## src/design/battery_soc_and_protection_top_defines.svh

```systemverilog
// ----------------------------------------------------------------------------
// Battery SOC and protection: assertion macros
// Shared property templates, clocked on clk and disabled while arst_n is low.
// ----------------------------------------------------------------------------
`ifndef BATTERY_SOC_AND_PROTECTION_TOP_DEFINES_SVH
`define BATTERY_SOC_AND_PROTECTION_TOP_DEFINES_SVH

// Condition implies consequence in the same cycle.
`define BSOC_ASSERT_IMPLIES(label, ante, cons, msg) \
	label: assert property (@(posedge clk) disable iff (!arst_n) (ante) |-> (cons)) \
		else $error(msg);

// Condition implies consequence in the following cycle.
`define BSOC_ASSERT_IMPLIES_NEXT(label, ante, cons, msg) \
	label: assert property (@(posedge clk) disable iff (!arst_n) (ante) |=> (cons)) \
		else $error(msg);

`endif

```

## src/design/bsoc_pkg.sv

```systemverilog
// ----------------------------------------------------------------------------
// Battery SOC and protection package
// Field widths, register codes, state codes and the SOC curve constants.
// ----------------------------------------------------------------------------
package bsoc_pkg;

	// Cells in series in the pack
	localparam int unsigned CELLS = 2;

	// Field widths
	localparam int unsigned PACK_W     = 16;
	localparam int unsigned CUR_W      = 16;
	localparam int unsigned CUR_EXT_W  = CUR_W + 1;
	localparam int unsigned TEMP_W     = 12;
	localparam int unsigned DB_W       = 15;
	localparam int unsigned SOC_W      = 14;
	localparam int unsigned ENERGY_W   = 15;
	localparam int unsigned STATE_W    = 3;

	// Stream and configuration port widths
	localparam int unsigned IN_FIELDS_W  = PACK_W + CUR_W + TEMP_W;
	localparam int unsigned IN_TDATA_W   = ((IN_FIELDS_W + 7) / 8) * 8;
	localparam int unsigned OUT_FIELDS_W = SOC_W + ENERGY_W + 2 + STATE_W;
	localparam int unsigned OUT_TDATA_W  = ((OUT_FIELDS_W + 7) / 8) * 8;
	localparam int unsigned OUT_PAD_W    = OUT_TDATA_W - OUT_FIELDS_W;
	localparam int unsigned CFG_IDX_W    = 3;
	localparam int unsigned CFG_DATA_W   = 16;

	typedef enum logic [CFG_IDX_W-1:0] {
		REG_CHARGE_CUTOFF    = 3'd0,
		REG_DISCHARGE_CUTOFF = 3'd1,
		REG_TEMP_MAX         = 3'd2,
		REG_TEMP_MIN         = 3'd3,
		REG_DEADBAND         = 3'd4
	} cfg_reg_t;

	typedef enum logic [STATE_W-1:0] {
		ST_IDLE        = 3'd0,
		ST_CHARGING    = 3'd1,
		ST_DISCHARGING = 3'd2,
		ST_FULL        = 3'd3,
		ST_LOW         = 3'd4,
		ST_CRITICAL    = 3'd5,
		ST_FAULT       = 3'd6
	} bat_state_t;

	// Register reset values
	localparam logic [PACK_W-1:0]        CHARGE_CUTOFF_RST    = 16'd8400;
	localparam logic [PACK_W-1:0]        DISCHARGE_CUTOFF_RST = 16'd6000;
	localparam logic signed [TEMP_W-1:0] TEMP_MAX_RST         = 12'sd450;
	localparam logic signed [TEMP_W-1:0] TEMP_MIN_RST         = 12'sd0;
	localparam logic [DB_W-1:0]          DEADBAND_RST         = 15'd50;

	// SOC curve, cell millivolts
	localparam int unsigned FULL_MV     = 4200;
	localparam int unsigned LOW_KNEE_MV = 3500;
	localparam logic [SOC_W-1:0] SOC_FULL = 14'd10000;
	localparam int unsigned SEGS      = 6;
	localparam int unsigned SEG_IDX_W = 3;

	// Knee compare width: pack field or the top knee in pack millivolts
	localparam int unsigned KNEE_BITS = $clog2(FULL_MV * CELLS + 1);
	localparam int unsigned KNEE_W    = (KNEE_BITS > PACK_W) ? KNEE_BITS : PACK_W;

	// Offset into a segment stays below its pack-level width (widest is 300 mV per cell).
	// A ceiling reciprocal with a shift of twice the offset width is exact there.
	localparam int unsigned SOC_DW     = $clog2(300 * CELLS);
	localparam int unsigned SOC_SHIFT  = 2 * SOC_DW;
	localparam int unsigned SOC_MW     = SOC_SHIFT + 4;
	localparam int unsigned SOC_PROD_W = SOC_SHIFT + SOC_W;

	localparam longint unsigned SEG_DEN_0 = 100 * CELLS;
	localparam longint unsigned SEG_DEN_1 = 200 * CELLS;
	localparam longint unsigned SEG_DEN_2 = 200 * CELLS;
	localparam longint unsigned SEG_DEN_3 = 200 * CELLS;
	localparam longint unsigned SEG_DEN_4 = 200 * CELLS;
	localparam longint unsigned SEG_DEN_5 = 300 * CELLS;

	localparam longint unsigned SEG_RECIP_0 =
		((64'd1000 << SOC_SHIFT) + SEG_DEN_0 - 1) / SEG_DEN_0;
	localparam longint unsigned SEG_RECIP_1 =
		((64'd2000 << SOC_SHIFT) + SEG_DEN_1 - 1) / SEG_DEN_1;
	localparam longint unsigned SEG_RECIP_2 =
		((64'd3000 << SOC_SHIFT) + SEG_DEN_2 - 1) / SEG_DEN_2;
	localparam longint unsigned SEG_RECIP_3 =
		((64'd2000 << SOC_SHIFT) + SEG_DEN_3 - 1) / SEG_DEN_3;
	localparam longint unsigned SEG_RECIP_4 =
		((64'd1500 << SOC_SHIFT) + SEG_DEN_4 - 1) / SEG_DEN_4;
	localparam longint unsigned SEG_RECIP_5 =
		((64'd500 << SOC_SHIFT) + SEG_DEN_5 - 1) / SEG_DEN_5;

	// Lower knee of a segment in pack millivolts
	function automatic logic [KNEE_W-1:0] seg_knee(input logic [SEG_IDX_W-1:0] idx);
		logic [KNEE_W-1:0] knee;
		case (idx)
			3'd0:    knee = KNEE_W'(4100 * CELLS);
			3'd1:    knee = KNEE_W'(3900 * CELLS);
			3'd2:    knee = KNEE_W'(3700 * CELLS);
			3'd3:    knee = KNEE_W'(3500 * CELLS);
			3'd4:    knee = KNEE_W'(3300 * CELLS);
			3'd5:    knee = KNEE_W'(3000 * CELLS);
			default: knee = '0;
		endcase
		return knee;
	endfunction

	function automatic logic [SOC_W-1:0] seg_base(input logic [SEG_IDX_W-1:0] idx);
		logic [SOC_W-1:0] base;
		case (idx)
			3'd0:    base = 14'd9000;
			3'd1:    base = 14'd7000;
			3'd2:    base = 14'd4000;
			3'd3:    base = 14'd2000;
			3'd4:    base = 14'd500;
			default: base = 14'd0;
		endcase
		return base;
	endfunction

	// Slope of a segment, SOC per pack millivolt, scaled by 2^SOC_SHIFT
	function automatic logic [SOC_MW-1:0] seg_recip(input logic [SEG_IDX_W-1:0] idx);
		logic [SOC_MW-1:0] recip;
		case (idx)
			3'd0:    recip = SOC_MW'(SEG_RECIP_0);
			3'd1:    recip = SOC_MW'(SEG_RECIP_1);
			3'd2:    recip = SOC_MW'(SEG_RECIP_2);
			3'd3:    recip = SOC_MW'(SEG_RECIP_3);
			3'd4:    recip = SOC_MW'(SEG_RECIP_4);
			3'd5:    recip = SOC_MW'(SEG_RECIP_5);
			default: recip = '0;
		endcase
		return recip;
	endfunction

endpackage

```

## src/design/battery_soc_and_protection_top.sv

```systemverilog
// An accepted transaction waits in the input stage, then moves to the result register.
// Throughput: one transaction per cycle while m_axis_tready does not stall the result register.
// The input stage refills while the result register holds a stalled result.
// Reset: arst_n clears the battery state to idle and the registers to defaults.
// ----------------------------------------------------------------------------
// Battery SOC and protection top level
// Maps pack voltage to state of charge and energy, derives charge and
// discharge enables and keeps the latching battery state.
// ----------------------------------------------------------------------------
`include "battery_soc_and_protection_top_defines.svh"

module battery_soc_and_protection_top (
	input  logic                                 clk,
	input  logic                                 arst_n,
	// tdata: pack_voltage_mv[15:0], current_ma[31:16], temperature_dc[43:32]
	input  logic                                 s_axis_tvalid,
	output logic                                 s_axis_tready,
	input  logic [bsoc_pkg::IN_TDATA_W-1:0]      s_axis_tdata,
	// tdata: soc_centipercent[13:0], energy_mwh[28:14], charge_allowed[29],
	//        discharge_allowed[30], battery_state[33:31]
	output logic                                 m_axis_tvalid,
	input  logic                                 m_axis_tready,
	output logic [bsoc_pkg::OUT_TDATA_W-1:0]     m_axis_tdata,
	input  logic                                 cfg_we,
	input  logic [bsoc_pkg::CFG_IDX_W-1:0]       cfg_index,
	input  logic [bsoc_pkg::CFG_DATA_W-1:0]      cfg_data
);

	// Configuration registers
	logic [bsoc_pkg::PACK_W-1:0]        charge_cutoff_q;
	logic [bsoc_pkg::PACK_W-1:0]        discharge_cutoff_q;
	logic signed [bsoc_pkg::TEMP_W-1:0] temp_max_q;
	logic signed [bsoc_pkg::TEMP_W-1:0] temp_min_q;
	logic [bsoc_pkg::DB_W-1:0]          deadband_q;

	// Input stage
	logic                               valid_s1;
	logic [bsoc_pkg::PACK_W-1:0]        pack_s1;
	logic signed [bsoc_pkg::CUR_W-1:0]  cur_s1;
	logic signed [bsoc_pkg::TEMP_W-1:0] temp_s1;

	// Result register
	logic                               m_valid_q;
	logic [bsoc_pkg::SOC_W-1:0]         soc_q;
	logic [bsoc_pkg::ENERGY_W-1:0]      energy_q;
	logic                               chg_q;
	logic                               dis_q;
	bsoc_pkg::bat_state_t               state_q;

	logic s_accept;
	logic advance;

	// SOC datapath
	logic [bsoc_pkg::KNEE_W-1:0]     p_ext;
	logic [bsoc_pkg::SEG_IDX_W-1:0]  seg_sel;
	logic                            seg_hit;
	logic                            curve_full;
	logic [bsoc_pkg::KNEE_W-1:0]     seg_diff;
	logic [bsoc_pkg::SOC_DW-1:0]     seg_d;
	logic [bsoc_pkg::SOC_PROD_W-1:0] seg_prod;
	logic [bsoc_pkg::SOC_W-1:0]      seg_frac;
	logic [bsoc_pkg::SOC_W-1:0]      soc_c;
	logic [bsoc_pkg::ENERGY_W-1:0]   energy_c;

	// Protection and state
	logic                                  at_full;
	logic                                  at_empty;
	logic                                  temp_bad;
	logic                                  soc_low;
	logic signed [bsoc_pkg::CUR_EXT_W-1:0] cur_ext;
	logic signed [bsoc_pkg::CUR_EXT_W-1:0] db_ext;
	logic                                  cur_pos;
	logic                                  cur_neg;
	logic                                  has_ev;
	logic                                  state_latched;
	bsoc_pkg::bat_state_t                  ev_state;
	bsoc_pkg::bat_state_t                  state_nxt;

	function automatic logic [1:0] state_rank(input bsoc_pkg::bat_state_t st);
		logic [1:0] rank;
		case (st)
			bsoc_pkg::ST_FAULT:    rank = 2'd3;
			bsoc_pkg::ST_CRITICAL: rank = 2'd2;
			bsoc_pkg::ST_FULL:     rank = 2'd1;
			default:               rank = 2'd0;
		endcase
		return rank;
	endfunction

	// Handshake: the input stage moves on whenever the result slot is free or drains
	assign advance       = valid_s1 && (!m_valid_q || m_axis_tready);
	assign s_axis_tready = !valid_s1 || advance;
	assign s_accept      = s_axis_tvalid && s_axis_tready;

	always_ff @(posedge clk or negedge arst_n) begin
		if (!arst_n) begin
			charge_cutoff_q    <= bsoc_pkg::CHARGE_CUTOFF_RST;
			discharge_cutoff_q <= bsoc_pkg::DISCHARGE_CUTOFF_RST;
			temp_max_q         <= bsoc_pkg::TEMP_MAX_RST;
			temp_min_q         <= bsoc_pkg::TEMP_MIN_RST;
			deadband_q         <= bsoc_pkg::DEADBAND_RST;
		end else if (cfg_we) begin
			case (cfg_index)
				bsoc_pkg::REG_CHARGE_CUTOFF: begin
					charge_cutoff_q <= cfg_data[bsoc_pkg::PACK_W-1:0];
				end
				bsoc_pkg::REG_DISCHARGE_CUTOFF: begin
					discharge_cutoff_q <= cfg_data[bsoc_pkg::PACK_W-1:0];
				end
				bsoc_pkg::REG_TEMP_MAX: begin
					temp_max_q <= $signed(cfg_data[bsoc_pkg::TEMP_W-1:0]);
				end
				bsoc_pkg::REG_TEMP_MIN: begin
					temp_min_q <= $signed(cfg_data[bsoc_pkg::TEMP_W-1:0]);
				end
				bsoc_pkg::REG_DEADBAND: begin
					deadband_q <= cfg_data[bsoc_pkg::DB_W-1:0];
				end
				default: begin
					// drop writes to unmapped indexes
				end
			endcase
		end
	end

	always_ff @(posedge clk or negedge arst_n) begin
		if (!arst_n) begin
			valid_s1 <= 1'b0;
		end else if (s_accept) begin
			valid_s1 <= 1'b1;
		end else if (advance) begin
			valid_s1 <= 1'b0;
		end
	end

	always_ff @(posedge clk) begin
		if (s_accept) begin
			pack_s1 <= s_axis_tdata[0 +: bsoc_pkg::PACK_W];
			cur_s1  <= $signed(s_axis_tdata[bsoc_pkg::PACK_W +: bsoc_pkg::CUR_W]);
			temp_s1 <= $signed(s_axis_tdata[bsoc_pkg::PACK_W + bsoc_pkg::CUR_W +:
				bsoc_pkg::TEMP_W]);
		end
	end

	// Segment search: lower knees fall with the index, so the last hit is the highest knee
	assign p_ext = bsoc_pkg::KNEE_W'(pack_s1);

	always_comb begin
		seg_sel = '0;
		seg_hit = 1'b0;
		for (int i = bsoc_pkg::SEGS - 1; i >= 0; i--) begin
			if (p_ext >= bsoc_pkg::seg_knee(bsoc_pkg::SEG_IDX_W'(i))) begin
				seg_sel = bsoc_pkg::SEG_IDX_W'(i);
				seg_hit = 1'b1;
			end
		end
	end

	assign curve_full = p_ext >= bsoc_pkg::KNEE_W'(bsoc_pkg::FULL_MV * bsoc_pkg::CELLS);
	assign seg_diff   = p_ext - bsoc_pkg::seg_knee(seg_sel);
	assign seg_d      = seg_diff[bsoc_pkg::SOC_DW-1:0];
	assign seg_prod   = bsoc_pkg::SOC_PROD_W'(seg_d) *
		bsoc_pkg::SOC_PROD_W'(bsoc_pkg::seg_recip(seg_sel));
	assign seg_frac   = seg_prod[bsoc_pkg::SOC_SHIFT +: bsoc_pkg::SOC_W];

	always_comb begin
		if (curve_full) begin
			soc_c = bsoc_pkg::SOC_FULL;
		end else if (seg_hit) begin
			soc_c = bsoc_pkg::seg_base(seg_sel) + seg_frac;
		end else begin
			soc_c = '0;
		end
	end

	assign energy_c = bsoc_pkg::ENERGY_W'(soc_c) + bsoc_pkg::ENERGY_W'({soc_c, 1'b0});

	// SOC falls under 20 percent exactly below the 3500 mV cell knee
	assign soc_low  = p_ext < bsoc_pkg::KNEE_W'(bsoc_pkg::LOW_KNEE_MV * bsoc_pkg::CELLS);
	assign at_full  = pack_s1 >= charge_cutoff_q;
	assign at_empty = pack_s1 <= discharge_cutoff_q;
	assign temp_bad = (temp_s1 > temp_max_q) || (temp_s1 < temp_min_q);

	assign cur_ext = {cur_s1[bsoc_pkg::CUR_W-1], cur_s1};
	assign db_ext  = $signed({2'b00, deadband_q});
	assign cur_pos = cur_ext > db_ext;
	assign cur_neg = cur_ext < -db_ext;

	assign state_latched = state_q inside {bsoc_pkg::ST_FULL, bsoc_pkg::ST_CRITICAL,
		bsoc_pkg::ST_FAULT};

	always_comb begin
		has_ev   = 1'b1;
		ev_state = bsoc_pkg::ST_IDLE;
		if (temp_bad) begin
			ev_state = bsoc_pkg::ST_FAULT;
		end else if (at_empty) begin
			ev_state = bsoc_pkg::ST_CRITICAL;
		end else if (at_full) begin
			ev_state = bsoc_pkg::ST_FULL;
		end else begin
			has_ev = 1'b0;
		end

		if (state_latched) begin
			// latched: only escalate
			state_nxt = state_q;
			if (has_ev && (state_rank(ev_state) > state_rank(state_q))) begin
				state_nxt = ev_state;
			end
		end else if (has_ev) begin
			state_nxt = ev_state;
		end else if (soc_low) begin
			state_nxt = bsoc_pkg::ST_LOW;
		end else if (cur_pos) begin
			state_nxt = bsoc_pkg::ST_CHARGING;
		end else if (cur_neg) begin
			state_nxt = bsoc_pkg::ST_DISCHARGING;
		end else begin
			state_nxt = bsoc_pkg::ST_IDLE;
		end
	end

	always_ff @(posedge clk or negedge arst_n) begin
		if (!arst_n) begin
			m_valid_q <= 1'b0;
			state_q   <= bsoc_pkg::ST_IDLE;
		end else if (advance) begin
			m_valid_q <= 1'b1;
			state_q   <= state_nxt;
		end else if (m_axis_tready) begin
			m_valid_q <= 1'b0;
		end
	end

	always_ff @(posedge clk) begin
		if (advance) begin
			soc_q    <= soc_c;
			energy_q <= energy_c;
			chg_q    <= !at_full && !temp_bad;
			dis_q    <= !at_empty;
		end
	end

	// The battery state field is the state register itself; it only moves with a new result
	assign m_axis_tvalid = m_valid_q;
	assign m_axis_tdata  = {{bsoc_pkg::OUT_PAD_W{1'b0}}, state_q, dis_q, chg_q, energy_q, soc_q};

	`BSOC_ASSERT_IMPLIES_NEXT(a_latch_holds, state_latched, state_latched, "latched battery state fell back")
	`BSOC_ASSERT_IMPLIES_NEXT(a_fault_sticky, state_q == bsoc_pkg::ST_FAULT, state_q == bsoc_pkg::ST_FAULT, "fault state left")
	`BSOC_ASSERT_IMPLIES_NEXT(a_state_on_advance, !advance, $stable(state_q), "battery state changed without a transaction")
	`BSOC_ASSERT_IMPLIES(a_soc_range, m_valid_q, soc_q <= bsoc_pkg::SOC_FULL, "state of charge above full scale")

endmodule

```

## config.mk

```make
export PLATFORM = sky130hd
export DESIGN_NAME = battery_soc_and_protection_top
export DESIGN_NICKNAME = d
export VERILOG_FILES = /design/src/design/bsoc_pkg.sv /design/src/design/battery_soc_and_protection_top.sv
export VERILOG_INCLUDE_DIRS = /design/src /design/src/design
export SDC_FILE = /design/constraint.sdc
export NUM_CORES = 1
export LEC_CHECK = 0
export BUFFER_PORTS_ARGS = -buffer_cell sky130_fd_sc_hd__buf_2
export CAP_MARGIN = 20
export CORE_MARGIN = 2
export CORE_UTILIZATION = 40
export DETAILED_ROUTE_END_ITERATION = 8
export REMOVE_ABC_BUFFERS = 1
export SYNTH_ARGS = -nofsm -noshare
export SYNTH_HDL_FRONTEND = slang
export SYNTH_SLANG_ARGS = --single-unit
```

## constraint.sdc

```tcl
create_clock -name clk -period 31.9 [get_ports clk]
set_clock_uncertainty 0.05 [all_clocks]
set_input_delay 1.595 -clock clk [delete_from_list [all_inputs] [get_ports clk]]
set_output_delay 1.595 -clock clk [all_outputs]
set_load 0.03 [all_outputs]
```

==> impl_metrics.yaml, run 1 <==
floorplanning:
  dieArea_mm2: 0.03466
  chipHeight_um: 186.2
  die_width_um: 186.2
  core_mm2: 0.03262
  initial_core_util: 0.4070
  rows: 66
  io_pins: 114
hold_path:
  hp-start: "valid_s1"
  hold_class: "flip-flop to flip-flop"
  min_path_cells: 1
  min_to: "m_axis_tvalid"
cells_and_area:
  area_growth_pct: 12.09
  diodes: 0
  nNetsFinal: 1821
  num-fill-cells: 3133
  multi_input_area_mm2: 0.008242
  drive_above_1_share: 0.1397
  final_cell_area_mm2: 0.01488
  post-route-util: 0.4562
  seq_area_mm2: 0.004146
global_route:
  antenna_found_initial: 0
  grt_pass1_wl_mm: 47.38
  grt-ovfl-total: 0
  track_usage: 0.1734
  grt_pass1_vias: 9759
  grt_max_degree: 77
synth:
  netlist_instances: 1362
  synth_cell_type_count: 79
  ys_seq_elements: 150
  synth.avg_cell_area_um2: 9.747
  synth_top_area_share: 0.1960
  yosysWarnings: 0
  seq_area_frac_synth: 0.3123
  synth_top_area_cell: "ha_1"
  synth-edff-count: 74
  netlist_top_cells_count: "211 x inv_1, 208 x ha_1, 111 x nand2_1"
  synth.most_common_cell: "inv_1"
  yosys-top-cells-area: "ha_1 20%, edfxtp_1 17%, dfrtp_1 11%"
  synth_area_mm2: 0.01328
  synthFlopType: "edfxtp_1"
  ys_async_sr_fraction: 0.5067
detailed_routing:
  drtIter0Drc: 494
  vias_per_cell: 5.040
  ant_nets: 0
  routed_wl_mm: 28.21
  drc: 0
  routedWlPerCell_um: 14.66
  num_vias: 9696
  drt_pass1_iterations: 7
placed_design:
  placed_area_mm2: 0.01432
  routabilityCongestion: 0.8576
  portBuffers: 103
  dp_hpwl_mm: 22.63
clock_tree:
  clk_pin_slew_ps: 70
  htree_levels: 4
  cts_buffers: 17
  ctsResizeCount: 0
  clockBufferDepth: 2
  clock-root-buffer: "clkbuf_16"
  insertion_delay_ps: 440
  post-cts-setup-buffers: 0
  cts_tree: "yes"
  hold_buffers: 0
  clock-sinks: 150
worst_setup_path:
  cp.required_ps: 32020
  arrival_ps: 13060
  endpoint_kind: "flip-flop"
  slowest_delay_ps: 670
  crit_slowest_cell: "or4b_2"
  critPathLaunchType: "flip-flop"
  timing.rr.end: "energy_q[14]"
  crit_family: "compound AO/OA/AOI/OAI gates"
  path_max_fanout: 11
  r2r.worst_path.cells: 46
  reg2reg_from: "p_ext[4]"
  crit_buf_inv: 2
  critPathMostFrequentCell: "ha_1"
  critical_path_class: "flip-flop to flip-flop"
  regToRegSetupSlack_ps: 18950
timing:
  period_share: 0.4058
  fin_crit_ps: 12950
  hold_viol: 0
  maxSlewHeadroom: 0.3382
  setup_viol: 0
  setup-tns-final_ps: 0
  fmax_mhz: 77.24
  drv_slew: 0
  worstMarginPinSlew_ps: 992.8
  hold_ws_ps: 433.1
  rsz0062_at_grt: "false"
power_and_ir_drop:
  power_uw: 1081
  power.density_mw_per_mm2: 72.65
  vdd_ir_drop_max_mv: 0.05238
  p_leak_uw: 0.007075
flow_run:
  maxCapViolations: 0
status:
  status: "complete, no violations"
-- flip-flops by register name (all words and copies together) (netlist names), 3 cells and up --
signal and cells:
cur_s1 16, temp_min_q 12, state_q 3, charge_cutoff_q 16
deadband_q 15, temp_s1 12, soc_q 14, discharge_cutoff_q 16
energy_q 14, p_ext 16, temp_max_q 12
-- power by group --
part | total (µW) | switching [µW] | internal, µW | leakage [µW]
clock | 193 | 90.7 | 103 | 0.000262
sequential | 271 | 17.3 | 253 | 0.00159
combinational | 617 | 354 | 263 | 0.00523
-- stage by stage --
| stage | setup slack [ps] | instances |
|---|---|---|
| 2_1_floorplan | 20780 | 1339 |
| 3_3_place_gp | 19110 | 1892 |
| 3_5_place_dp | 18980 | 1892 |
| 4_1_cts | 18890 | 1924 |
| 5_1_grt | 17810 | 1924 |
| 6_report | 18950 | 1924 |
-- final cells by class --
class                           count  area share
Timing Repair Buffer              111     0.03885
Sequential cell                   150      0.2787
Multi-Input combinational cell    977      0.5539
Clock buffer                       17     0.02859
Inverter                          212     0.05365
Tap cell                          442     0.03716
Clock inverter                     15    0.009249
-- layer usage --
metal,vias up,global-route usage,share of wire
met5,-,0,0
met4,0,0.05575,0.023
met3,38,0.02356,0.031
met2,186,0.2923,0.47
met1,4571,0.2312,0.48
li1,4901,-,-
-- cell families after synthesis --
family,Yosys count,share of synthesized area
mux,18,0.01517
xor+xnor,53,0.03553
flops,150,0.3123
compound gates,263,0.1291
buf+inv,240,0.07144
fa+ha+maj,280,0.3046
other cells,1,0.0002825
simple gates,357,0.1315
-- cells in the final DEF (no fill, tap or decap), types with 4 or more instances in the layout --
| cell | n |
|---|---|
| dfstp_2 | 18 |
| a31oi_1 | 8 |
| ha_1 | 208 |
| nand3_1 | 34 |
| o21a_1 | 17 |
| conb_1 | 6 |
| o21bai_1 | 8 |
| and2_1 | 15 |
| o21ai_0 | 89 |
| clkbuf_16 | 17 |
| and3_1 | 6 |
| xor2_1 | 12 |
| a21oi_1 | 57 |
| buf_2 | 102 |
| nand3b_1 | 4 |
| mux2_2 | 17 |
| nand4_1 | 16 |
| edfxtp_1 | 74 |
| clkinvlp_4 | 5 |
| dfrtp_1 | 58 |
| nor3_1 | 28 |
| or3_1 | 8 |
| nor2b_1 | 11 |
| nand2b_1 | 14 |
| a211oi_1 | 8 |
| nor2_1 | 76 |
| nor4_1 | 8 |
| xnor2_1 | 40 |
| or2_2 | 6 |
| nand2_1 | 111 |
| a21o_1 | 26 |
| inv_8 | 5 |
| inv_1 | 211 |
| buf_4 | 9 |
| fa_1 | 72 |
| o211ai_1 | 9 |
| a211o_1 | 4 |
-- worst max path at each step --
stage          startpoint            to  slack [ps]  cells past startpoint
2_1_floorplan    p_ext[4]  energy_q[14]       20780                     47
3_3_place_gp     p_ext[4]  energy_q[14]       19110                     46
3_5_place_dp     p_ext[4]  energy_q[14]       18980                     46
4_1_cts          p_ext[4]  energy_q[14]       18890                     46
5_1_grt          p_ext[4]  energy_q[14]       17810                     46
6_report         p_ext[4]  energy_q[14]       18950                     46
No activity file was read; power rests on OpenSTA's default activity.
==> inputs of run 2 (changes only) <==
--- a/config.mk
+++ b/config.mk
@@ -6,6 +6,7 @@
 export SDC_FILE = /design/constraint.sdc
 export NUM_CORES = 1
 export LEC_CHECK = 0
+export ABC_AREA = 1
 export BUFFER_PORTS_ARGS = -buffer_cell sky130_fd_sc_hd__buf_2
 export CAP_MARGIN = 20
 export CORE_MARGIN = 2
==> constraint.sdc (replaced) <==
create_clock -name clk -period 12.75 [get_ports clk]
set_clock_uncertainty 0.05 [all_clocks]
set_input_delay 0.6375 -clock clk [delete_from_list [all_inputs] [get_ports clk]]
set_output_delay 0.6375 -clock clk [all_outputs]
set_load 0.03 [all_outputs]
==> run 2 against run 1 <==
  * First-iteration DRC count is 4.7% higher
  * Global-route usage is 1.0 points higher
  * Die area increased by 2.7%
  * Cell count increased by 14%
  * Worst hold slack worse by 130 ps
  * Largest cell class unchanged
  * Synthesized cell count up 20%
==> impl_metrics.yaml, run 2 <==
status:
  status: "complete, no violations"
worst_setup_path:
  critPathMostFrequentCell: "nand2_1"
  slowest_delay_ps: 540
  cp-endpoint: "energy_q[14]"
  regToRegSetupSlack_ps: 1370
  crit_slowest_cell: "fa_1"
  cp.required_ps: 12900
  r2r.worst_path.cells: 58
  arrival_ps: 11540
  timing.rr.end: "energy_q[14]"
  reg2reg_from: "p_ext[13]"
  path_max_fanout: 24
  critPathLaunchType: "flip-flop"
  endpoint_kind: "flip-flop"
  setup.worst_path.start: "p_ext[13]"
  critical_path_class: "flip-flop to flip-flop"
clock_tree:
  insertion_delay_ps: 450
  cts_tree: "yes"
  ctsResizeCount: 0
  post-cts-setup-buffers: 0
  htree_levels: 4
  clk_pin_slew_ps: 60
  cts_buffers: 17
  clockBufferDepth: 2
  clock-root-buffer: "clkbuf_16"
  clock-sinks: 150
  hold_buffers: 0
floorplanning:
  initial_core_util: 0.4070
  rows: 67
  core_mm2: 0.03353
  io_pins: 114
  dieArea_mm2: 0.03561
  die_width_um: 188.7
  chipHeight_um: 188.7
synth:
  synthFlopType: "edfxtp_1"
  yosysWarnings: 0
  yosys-top-cells-area: "ha_1 19%, edfxtp_1 16%, dfrtp_1 11%"
  synth.most_common_cell: "inv_1"
  synth_area_mm2: 0.01365
  ys_seq_elements: 150
  synth_top_area_cell: "ha_1"
  synth.avg_cell_area_um2: 8.372
  synth_top_area_share: 0.1907
  netlist_instances: 1630
  synth-edff-count: 74
  synth_cell_type_count: 52
  seq_area_frac_synth: 0.3038
  ys_async_sr_fraction: 0.5067
  netlist_top_cells_count: "316 x inv_1, 307 x nand2_1, 208 x ha_1"
timing:
  setup-tns-final_ps: 0
  drv_slew: 0
  worstMarginPinSlew_ps: 1006
  period_share: 0.8926
  setup_viol: 0
  fmax_mhz: 87.87
  hold_viol: 0
  rsz0062_at_grt: "false"
  maxSlewHeadroom: 0.3278
  fin_crit_ps: 11380
global_route:
  grt_pass1_vias: 10940
  track_usage: 0.1835
  grt-ovfl-total: 0
  antenna_found_initial: 0
  grt_max_degree: 77
  grt_pass1_wl_mm: 52.38
cells_and_area:
  drive_above_1_share: 0.1026
  final_cell_area_mm2: 0.01520
  mostFrequentLayoutCells: "315 x inv_1, 307 x nand2_1, 208 x ha_1"
  multi_input_area_mm2: 0.008170
  area_growth_pct: 11.39
  seq_area_mm2: 0.004146
  num-fill-cells: 3379
  mostFrequentLayoutCell: "inv_1"
  diodes: 0
  post-route-util: 0.4533
  nNetsFinal: 2084
detailed_routing:
  ant_nets: 0
  routed_wl_mm: 30.98
  num_vias: 10710
  routedWlPerCell_um: 14.13
  drc: 0
  vias_per_cell: 4.882
  drtIter0Drc: 517
  drt_pass1_iterations: 7
placed_design:
  dp_hpwl_mm: 25.21
  portBuffers: 103
  routabilityCongestion: 0.8565
  placed_area_mm2: 0.01460
hold_path:
  hold_class: "input port to asynchronous set/reset pin"
flow_run:
  maxCapViolations: 0
power_and_ir_drop:
  power.density_mw_per_mm2: 197.3
  power_uw: 2999
  p_leak_uw: 0.007840
  vdd_ir_drop_max_mv: 0.1427
## run 2: through the flow
step	cells	setup WS, ps	hold slack, ps
2_1_floorplan	1607	3040	291.9
3_3_place_gp	2159	1607	419.0
3_5_place_dp	2159	1423	423.2
4_1_cts	2191	1372	281.6
5_1_grt	2193	241.7	286.4
6_report	2193	1370	305.9
## run 2: worst min-delay path by stage
| stage | to | slack, ps |
|---|---|---|
| 6_report | temp_min_q[9] | 310 |
| 3_3_place_gp | charge_cutoff_q[8] | 420 |
| 4_1_cts | cur_s1[0] | 280 |
| 3_5_place_dp | charge_cutoff_q[9] | 420 |
| 5_1_grt | cur_s1[0] | 290 |
| 2_1_floorplan | charge_cutoff_q[0] | 290 |
## run 2: power breakdown
part / internal, µW / switching (µW) / total, µW
registers: 639 / 52.1 / 691
clock network: 259 / 227 / 486
logic: 681 / 1140 / 1820
total: 1580 / 1420 / 3000
## run 2: per-layer routing
layer,GRT usage,wire length [µm],vias up
met4,0.06490,831,0
li1,-,-,5495
met5,0,0,-
met2,0.3214,14920,190
met3,0.03017,920,51
met1,0.2280,14310,4971
## run 2: critical path, delay by kind of cell (launching register included)
kind | cells | cell delay [ps]
AOI/OAI and AO/OA | 13 | 2170
xor gates and xnor gates | 2 | 420
adders and majority gates | 9 | 3720
buffers and inverters | 9 | 690
DFF | 1 | 480
and+or+nand+nor | 25 | 3530
## run 2: logic make-up after synthesis
family	synth area share
and+or+nand+nor	0.1671
adders and majority gates	0.2963
DFF	0.3038
buffers and inverters	0.09884
other	0.0002748
AOI/OAI and AO/OA	0.1066
xor gates and xnor gates	0.02695
## run 2: final cells by class
class / instances / share of cell area
tap: 448 / 0.03688
sequential: 150 / 0.2728
clock inverter: 14 / 0.008725
timing repair buffer: 106 / 0.03688
clock buffer: 18 / 0.02823
inverter: 320 / 0.07902
multi-input combinational: 1137 / 0.5375
==> inputs of run 3 (changes only) <==
--- a/config.mk
+++ b/config.mk
@@ -12,7 +12,6 @@
 export CORE_MARGIN = 2
 export CORE_UTILIZATION = 40
 export DETAILED_ROUTE_END_ITERATION = 8
-export REMOVE_ABC_BUFFERS = 1
 export SYNTH_ARGS = -nofsm -noshare
 export SYNTH_HDL_FRONTEND = slang
 export SYNTH_SLANG_ARGS = --single-unit
==> run 3 against run 2 <==
  * Power is 0.76% lower
  * Cell area is 0.19% lower
  * Die area stayed put
  * Register-to-register slack worse by 40 ps
==> impl_metrics.yaml, run 3 (synthesized netlist as in run 2, its figures left out) <==
status:
  status: "complete, no violations"
clock_tree:
  clock-sinks: 150
  cts_tree: "yes"
  cts_buffers: 17
  clockBufferDepth: 2
  post-cts-setup-buffers: 0
  htree_levels: 4
  insertion_delay_ps: 450
  ctsResizeCount: 0
  hold_buffers: 0
  clk_pin_slew_ps: 60
  clock-root-buffer: "clkbuf_16"
worst_setup_path:
  crit_slowest_cell: "fa_1"
  critical_path_class: "flip-flop to flip-flop"
  endpoint_kind: "flip-flop"
  cp.required_ps: 12900
  critPathMostFrequentCell: "nand2_1"
  path_max_fanout: 24
  arrival_ps: 11570
  slowest_delay_ps: 580
  critPathLaunchType: "flip-flop"
global_route:
  antenna_found_initial: 0
  grt_pass1_vias: 10760
  grt-ovfl-total: 0
  grt_pass1_wl_mm: 51.15
  grt_max_degree: 77
  track_usage: 0.1797
detailed_routing:
  vias_per_cell: 4.879
  num_vias: 10690
  drt_pass1_iterations: 5
  drtIter0Drc: 455
  routed_wl_mm: 30.30
  routedWlPerCell_um: 13.82
  ant_nets: 0
  drc: 0
power_and_ir_drop:
  p_seq_frac: 0.233
  clkPwrFrac: 0.161
  p_comb_frac: 0.607
  p_int_uw: 1580
  power.density_mw_per_mm2: 196.1
  power_uw: 2976
  p_switching_uw: 1396
  p_leak_uw: 0.007837
  p_sw_frac: 0.4692
  vdd_ir_drop_max_mv: 0.1501
floorplanning:
  dieArea_mm2: 0.03561
  io_pins: 114
  die_width_um: 188.7
  rows: 67
  initial_core_util: 0.4070
  chipHeight_um: 188.7
  core_mm2: 0.03353
timing:
  setup_ws_ps: 1332
  fmax_mhz: 87.58
  fin_crit_ps: 11420
  maxSlewHeadroom: 0.2981
  setup_viol: 0
  drv_slew: 0
  hold_viol: 0
  period_share: 0.8956
  worstMarginPinSlew_ps: 1051
  rsz0062_at_grt: "false"
  setup-tns-final_ps: 0
cells_and_area:
  mostFrequentLayoutCell: "inv_1"
  final_cells: 2192
  nNetsFinal: 2083
  final_cell_area_mm2: 0.01517
  drive_above_1_share: 0.1021
  mostFrequentLayoutCells: "315 x inv_1, 307 x nand2_1, 208 x ha_1"
  diodes: 0
  area_growth_pct: 11.18
placed_design:
  portBuffers: 103
  placed_area_mm2: 0.01460
  dp_hpwl_mm: 24.88
  preCtsSetupSlack_ps: 1386
  routabilityCongestion: 0.8764
  dp_cells: 2159
hold_path:
  hold_class: "input port to asynchronous set/reset pin"
flow_run:
  maxCapViolations: 0
run 3: changes by cell type in the layout (fill, tap and decap cells not counted), sizes merged:
cell	before	now
clkinvlp	2	0
clkinv	3	4
clkbuf	18	19
buf	106	105
run 3: final timing paths:
kind	from	to	slack [ps]	cells past startpoint
max in group asynchronous	arst_n	valid_s1	11730	1
min reg2reg	discharge_cutoff_q[11]	discharge_cutoff_q[11]	430	2
min	arst_n	temp_max_q[9]	290	1
min in group clk	s_axis_tdata[34]	temp_s1[2]	310	1
max reg2reg	p_ext[13]	energy_q[14]	1330	58
max	p_ext[13]	energy_q[14]	1330	58
run 3: stage by stage:
stage          hold slack (ps)    util
2_1_floorplan            291.9       -
3_3_place_gp             415.6  0.4355
3_5_place_dp             422.8  0.4355
4_1_cts                  282.1  0.4520
5_1_grt                  285.6  0.4525
6_report                 286.1  0.4525
run 3: cell type report:
type                    count  area, µm²
fillers                  3340      18360
multi-input cells        1137       8170
flip-flops and latches    150       4146
inverters                 320       1201
well taps                 448      560.5
repair buffers            105      540.5
clock buffers              19      442.9
clock inverters            13      110.1
run 3: power by group through the flow:
stage / Clock (µW) / Combinational (µW) / Sequential, µW
floorplan: 0 / 1360 / 758
global placement: 0 / 1780 / 699
detailed placement: 0 / 1800 / 702
CTS: 492 / 1820 / 694
global route: 511 / 2100 / 705
finish: 478 / 1810 / 692
run 3: critical path, delay by kind of cell (launching register included):
family	cells	cell delay (ps)
xor+xnor	2	630
simple gates	25	3300
buf+inv	11	970
fa+ha+maj	9	4060
flops	1	490
compound gates	11	1680
run 3: per-layer routing:
layer | GRT usage | wire (µm)
met5 | 0 | 0
met4 | 0.05409 | 655
met3 | 0.03129 | 1195
met2 | 0.3173 | 14840
met1 | 0.2239 | 13600
